$ cat config.mk
export PLATFORM = sky130hd
export DESIGN_NAME = pidc_err_unit
export DESIGN_NICKNAME = d
export VERILOG_FILES = /design/src/design/pidc_pkg.sv /design/src/design/pidc_err_unit.sv
export SDC_FILE = /design/constraint.sdc
export NUM_CORES = 1
export LEC_CHECK = 0
export BUFFER_PORTS_ARGS = -buffer_cell sky130_fd_sc_hd__buf_4
export CORE_ASPECT_RATIO = 0.6
export CORE_UTILIZATION = 62
export DETAILED_ROUTE_END_ITERATION = 12
export PLACE_DENSITY = 0.91
export SETUP_SLACK_MARGIN = 0.15
export SLEW_MARGIN = 20
export SYNTH_ARGS = -nofsm -noshare
export SYNTH_HDL_FRONTEND = slang
export SYNTH_SLANG_ARGS = --single-unit
$ cat constraint.sdc
create_clock -name vclk -period 39.3
set_input_delay 5.895 -clock vclk [all_inputs]
set_output_delay 5.895 -clock vclk [all_outputs]
set_load 0.05 [all_outputs]
$ cat src/design/pidc_pkg.sv
// pidc_pkg: shared types, widths and reset constants for the PID controller core.
// No dependencies.
`timescale 1ns / 1ps
`default_nettype none

package pidc_pkg;

  localparam int unsigned DataW  = 32;   // Q16.16 samples
  localparam int unsigned GainW  = 16;   // Q8.8 gains
  localparam int unsigned LimW   = 31;   // unsigned magnitudes
  localparam int unsigned CfgIdxW = 3;

  localparam logic [LimW-1:0] WindupLimitRst = 31'd32768000;  // 500.0
  localparam logic [LimW-1:0] DriveLimitRst  = 31'd65536000;  // 1000.0

  typedef enum logic [CfgIdxW-1:0] {
    REG_GAIN_P       = 3'd0,
    REG_GAIN_I       = 3'd1,
    REG_GAIN_D       = 3'd2,
    REG_DEAD_BAND    = 3'd3,
    REG_WINDUP_LIMIT = 3'd4,
    REG_DRIVE_LIMIT  = 3'd5
  } pidc_reg_e;

  // Result of the error/integral stage
  typedef struct packed {
    logic signed [DataW-1:0] err;       // post dead zone error
    logic signed [DataW-1:0] acc_next;  // updated integral
    logic signed [DataW:0]   deriv;     // exact 33-bit derivative
  } pidc_err_t;

endpackage : pidc_pkg

`default_nettype wire

$ cat src/design/pidc_err_unit.sv
// pidc_err_unit: saturated error, dead zone, gated and clamped integral, derivative.
// Combinational; depends on pidc_pkg.
`timescale 1ns / 1ps
`default_nettype none

module pidc_err_unit (
  input  wire logic signed [pidc_pkg::DataW-1:0] target_i,
  input  wire logic signed [pidc_pkg::DataW-1:0] sensed_i,
  input  wire logic signed [pidc_pkg::DataW-1:0] acc_i,
  input  wire logic signed [pidc_pkg::DataW-1:0] last_i,
  input  wire logic        [pidc_pkg::LimW-1:0]  dead_band_i,
  input  wire logic        [pidc_pkg::LimW-1:0]  windup_limit_i,
  output pidc_pkg::pidc_err_t                    res_o
);
  import pidc_pkg::*;

  logic signed [DataW:0]   diff;
  logic signed [DataW-1:0] err_sat;
  logic        [DataW-1:0] mag_sat;
  logic signed [DataW-1:0] err;
  logic        [DataW-1:0] mag;
  logic signed [DataW:0]   acc_sum;
  logic signed [DataW:0]   lim;
  logic signed [DataW-1:0] acc_clamped;

  always_comb begin
    diff = {target_i[DataW-1], target_i} - {sensed_i[DataW-1], sensed_i};
    // saturate to 32 bits
    if (diff[DataW] != diff[DataW-1]) begin
      err_sat = diff[DataW] ? {1'b1, {(DataW-1){1'b0}}} : {1'b0, {(DataW-1){1'b1}}};
    end else begin
      err_sat = diff[DataW-1:0];
    end
    // magnitude; most negative value maps to 2^31 as unsigned
    mag_sat = err_sat[DataW-1] ? DataW'(-err_sat) : err_sat;

    // dead zone (strict compare)
    if (mag_sat < {1'b0, dead_band_i}) begin
      err = '0;
      mag = '0;
    end else begin
      err = err_sat;
      mag = mag_sat;
    end

    acc_sum = {acc_i[DataW-1], acc_i} + {err[DataW-1], err};
    lim     = $signed({2'b00, windup_limit_i});
    if (acc_sum > lim) begin
      acc_clamped = lim[DataW-1:0];
    end else if (acc_sum < -lim) begin
      acc_clamped = DataW'(-lim);
    end else begin
      acc_clamped = acc_sum[DataW-1:0];
    end

    // integrate only inside the gate; otherwise hold
    res_o.acc_next = (mag < {1'b0, windup_limit_i}) ? acc_clamped : acc_i;
    res_o.err      = err;
    res_o.deriv    = {err[DataW-1], err} - {last_i[DataW-1], last_i};
  end

endmodule : pidc_err_unit

`default_nettype wire

==> metrics, run 1 <==
drt total wl=43.2 mm; Max Freq=40.1 MHz; core area=18400 um2; final hold viol count=0; hold_ws=12190 ps; initial antenna violation count=1; fin nets=2383; Pwr Total=1.22 mW; port buffer count=approximately 290; Power Density=86.3 nW/um2; Util after Layout=77.0%; Crit Path Class=in2out; Worst setup EP type=output port; TritonRoute pass-1 iters=8; Layout area overhead=19.9%; total track usage=42.0%; Critical Path Slowest Stage Cell=o311ai_1; post-CTS setup buffers=0; critical path data required time=33400 ps; largest net degree at the start of global routing=59; fillers=1430; Finished Cell Area=14100 um2; Lkg Pwr=7.23 nW; # Max-Cap Violations=0; Final Slew Violations=0; overall die height=109 um; Max VDD drop=0.000154 V; FFs & Latches=0; Post-DP Area=14100 um2; share of cells above drive strength 1=19.6%; multi-input logic area=between 10000 and 15000 um2; Setup crit start kind=primary input; worst-margin pin slew=1120 ps; setup TNS=0 ps; Hold Path Class=in2out; Final GP Congestion=roughly 1.1; setup violators final=0; antenna fix cells=0; register area share after synthesis=0%; vias per std cell=about 6.6; routed len/inst=19.6 um; I/O Pins=287; ANT nets after route=0; Die Width=180 um; CP max FO=58; CP arrival=19030 ps; row count=38; YS warnings=0; final worst-path cycle share=between 60% and 70%; Initial DRC Count=1878; Slew HR=about a quarter; # DRC=0; Post-Syn Area=11800 um2; GR Overflow Total=0; Clock Buffer Count=0; slowest stage delay, CP=760 ps; final worst path period need=about 25000 ps; Synth Instances=1727; vias in the first global route=13111; Seq. cell area=0 um2; Initial Util=64.2%; hold buffers post-CTS=0; Unique masters post-synth=83; DIE AREA=19600 um2; Syn Nets=between 2000 and 2500; routed vias=14598; cts repair resizes=0; Post-DP HPWL=36.6 mm; first-pass GRT wire length=67.2 mm; outcome=finished clean; Syn Area/Cell=6.82 um2; RSZ-0062 raised after global routing=no
-- area by class of cell --
cell class         count  area share, %
multi-input cells   1501           77.4
repair buffers       303           16.1
well taps            240           2.13
inverters            164           4.36
-- worst max-delay path, delay by kind of cell --
kind | cells | cell delay, ps
adders and majority gates | 5 | 1800
and+or+nand+nor | 15 | 3530
AOI/OAI and AO/OA | 17 | 5690
muxes | 2 | 550
buffers and inverters | 5 | 1480
-- through the flow --
stage,instances,setup WS (ps)
after floorplan,1727,15910
after global placement,2208,14910
after detailed placement,2208,15040
after CTS,2208,15000
after global routing,2208,13770
final,2208,14380
-- cells in the mapped netlist (all sizes together), types with 6 or more instances --
library cell | number | area [um2]
ha | 220 | 2750
inv | 163 | 612
nor2 | 148 | 558
a21oi | 141 | 717
o21ai | 113 | 569
nand2 | 112 | 420
xnor2 | 100 | 876
a21o | 57 | 428
clkbuf | 54 | 203
nor3 | 50 | 250
nand3 | 46 | 230
a31oi | 39 | 244
nor2b | 39 | 244
nand4 | 35 | 225
o21a | 34 | 255
mux2 | 33 | 480
or2 | 32 | 200
xor2 | 32 | 280
nor4 | 25 | 186
a211oi | 23 | 178
nand2b | 20 | 125
or3 | 15 | 93.8
and2 | 14 | 87.6
and3 | 13 | 81.3
o211ai | 12 | 90.1
o31ai | 12 | 95.1
o21bai | 11 | 82.6
mux2i | 10 | 100
a311oi | 9 | 78.8
a221oi | 8 | 70.1
buf | 8 | 56.3
nor3b | 7 | 52.6
a21boi | 6 | 45.0
maj3 | 6 | 60.1
o211a | 6 | 60.1
-- where the power goes --
group	internal, mW	leakage, nW	switching [mW]
clock network	0	0	0
logic	0.435	7.23	0.784
registers	0	0	0
-- cell families after synthesis --
kind of cell             after synthesis  synth area share [%]
XOR/XNOR                             132                  9.81
AND/OR/NAND/NOR                      570                  24.5
buffers and inverters                226                  7.42
adder cells (fa/ha/maj)              229                  24.4
AO/OA/AOI/OAI                        527                  29.0
multiplexers                          43                  4.93
-- routing by layer --
metal	global-route usage (%)	up-vias	wire length (um)
met5	0	-	0
met4	11.4	0	1150
li1	-	6802	-
met3	7.11	111	5240
met1	57.5	6709	18500
met2	68.2	976	18300
-- placed cells by master (no fill, tap or decap), types with 12 or more instances in the layout --
cell      instances
buf_4           303
ha_1            220
inv_1           163
nor2_1          147
a21oi_1         140
nand2_1         112
o21ai_0         105
xnor2_1         100
a21o_1           57
nor3_1           50
nand3_1          46
a31oi_1          39
nor2b_1          39
nand4_1          34
o21a_1           34
xor2_1           32
or2_2            30
mux2_4           29
nor4_1           23
a211oi_1         22
nand2b_1         20
or3_1            15
and2_1           14
and3_1           13
o211ai_1         12
-- path summary, 6_finish.rpt --
path                  cells after the start   startpoint   endpoint  slack (ps)
worst max-delay path                     44  target_i[2]  res_o[43]       14380
worst min-delay path                      3    acc_i[18]  res_o[51]       12190
Note: power is estimated with default switching activity, not from simulation.
==> run 2: changes to the inputs <==
--- a/config.mk
+++ b/config.mk
@@ -7,9 +7,9 @@
 export LEC_CHECK = 0
 export BUFFER_PORTS_ARGS = -buffer_cell sky130_fd_sc_hd__buf_4
 export CORE_ASPECT_RATIO = 0.6
-export CORE_UTILIZATION = 62
+export CORE_UTILIZATION = 52
 export DETAILED_ROUTE_END_ITERATION = 12
-export PLACE_DENSITY = 0.91
+export PLACE_DENSITY = 0.81
 export SETUP_SLACK_MARGIN = 0.15
 export SLEW_MARGIN = 20
 export SYNTH_ARGS = -nofsm -noshare
==> constraint.sdc (replaced) <==
create_clock -name vclk -period 22.1
set_input_delay 3.315 -clock vclk [all_inputs]
set_output_delay 3.315 -clock vclk [all_outputs]
set_load 0.05 [all_outputs]
==> run 2 against run 1 <==
Compared with the run above: utilization is 13 points lower; total power is 76% higher; sequential cell count stayed put; largest power group unchanged; hold slack worse by 5200 ps.
==> metrics, run 2 (synthesis gave the netlist of run 1 again) <==
outcome=finished clean; Final GP Congestion=1.04 (-2.5%); post-CTS setup buffers=0 (unchanged); initial antenna violation count=0 (-1); setup TNS=0 ps (unchanged); Initial DRC Count=1497 (-20%); Critical Path Slowest Stage Cell=o311ai_0; Die Width=196 um (+9.1%); antenna fix cells=0 (unchanged); Post-DP HPWL=36.6 mm (+0.14%); # Max-Cap Violations=0 (unchanged); FFs & Latches=0 (unchanged); Power Density=150 nW/um2 (+74%); CP arrival=16450 ps (-2580 ps); vias in the first global route=12616 (-3.8%); Max Freq=50.6 MHz; final hold viol count=0 (unchanged); setup violators final=0 (unchanged); overall die height=119 um (+9.0%); Crit path max-delay family=compound AO/OA/AOI/OAI gates; worst-margin pin slew=1070 ps (-47.2 ps); Hold Path Class=in2out; ANT nets after route=0 (unchanged); Clock Buffer Count=0 (unchanged); cts repair resizes=0 (unchanged); CP Buf/Inv Count=7 (+2); Initial Util=53.3% (-11 points); hold buffers post-CTS=0 (unchanged); hold depth=3 (unchanged); Max VDD drop=0.000181 V (+18%); row count=42 (+11%); Setup crit start kind=primary input; largest net degree at the start of global routing=57 (-3.4%); Final Slew Violations=0 (unchanged); most frequent cells in the layout=307 x buf_4, 220 x ha_1, 163 x inv_1, 147 x nor2_1, 140 x a21oi_1; Worst setup EP type=output port; RSZ-0062 raised after global routing=no; Util after Layout=64.4% (-13 points); total track usage=35.5% (-6.5 points); Crit Path Class=in2out; I/O Pins=287 (unchanged); critical path data required time=18780 ps (-14620 ps); GR Overflow Total=0 (unchanged); fin nets=2387 (+0.17%); drt total wl=42.7 mm (-1.1%); Seq. cell area=0 um2 (unchanged); vias per std cell=6.14 (-7.1%); Lkg Pwr=7.26 nW (+0.31%); hold_ws=7030 ps (-5160 ps); core area=22100 um2 (+21%); port buffer count=287 (unchanged); DIE AREA=23300 um2 (+19%); Stages on worst setup path=46 (+4.5%); share of cells above drive strength 1=19.7% (+0.16 points); # DRC=0 (unchanged); final worst-path cycle share=89.4%; routed vias=14009 (-4.0%); first-pass GRT wire length=67.2 mm (about the same); CP max FO=56 (-3.4%); TritonRoute pass-1 iters=6 (-2); routed len/inst=18.7 um (-4.2%); Slew HR=28.1% (+3.4 points); final worst path period need=19760 ps; slowest stage delay, CP=890 ps (+130 ps); most common cell after layout, fill and taps aside=buf_4; Layout area overhead=20.9%
[run 2: changes by cell type in the layout (fill, tap and decap cells not counted)]
cell	change
mux2i_1	+1
o311ai_1	-1
mux2i_2	-1
buf_4	+4
o311ai_2	+1
[run 2: area by class of cell]
class,instances,area [um2]
Multi-Input combinational cell,1501,10900
Fill cell,2046,7880
Timing Repair Buffer,307,2300
Tap cell,308,385
Inverter,164,616
[run 2: path summary, 6_finish.rpt]
| kind | from | end | slack (ps) |
|---|---|---|---|
| worst max-delay path | target_i[0] | res_o[43] | 2340 |
| worst min-delay path | acc_i[17] | res_o[50] | 7030 |
[run 2: layer usage]
metal | vias to the layer above | global-route usage (%) | routed length (um)
li1 | 6797 | - | -
met1 | 6458 | 52.7 | 20200
met2 | 717 | 54.5 | 17500
met3 | 37 | 5.59 | 4470
met4 | 0 | 4.10 | 504
met5 | - | 0 | 0
[run 2: where the power goes]
group	total (mW)	internal [mW]	leakage, nW	switching, mW
registers	0	0	0	0
clock network	0	0	0	0
logic	2.14	0.775	7.26	1.37
[run 2: per-stage QoR]
step,std cells,power (mW),instance area (um2),setup WS [ps]
6_report,2280,2.14,14200,2340
5_1_grt,2280,2.30,14200,1380
4_1_cts,2280,2.11,14200,2760
3_5_place_dp,2280,2.10,14200,2780
3_3_place_gp,2280,2.07,14200,3330
2_1_floorplan,1727,1.57,11800,3870
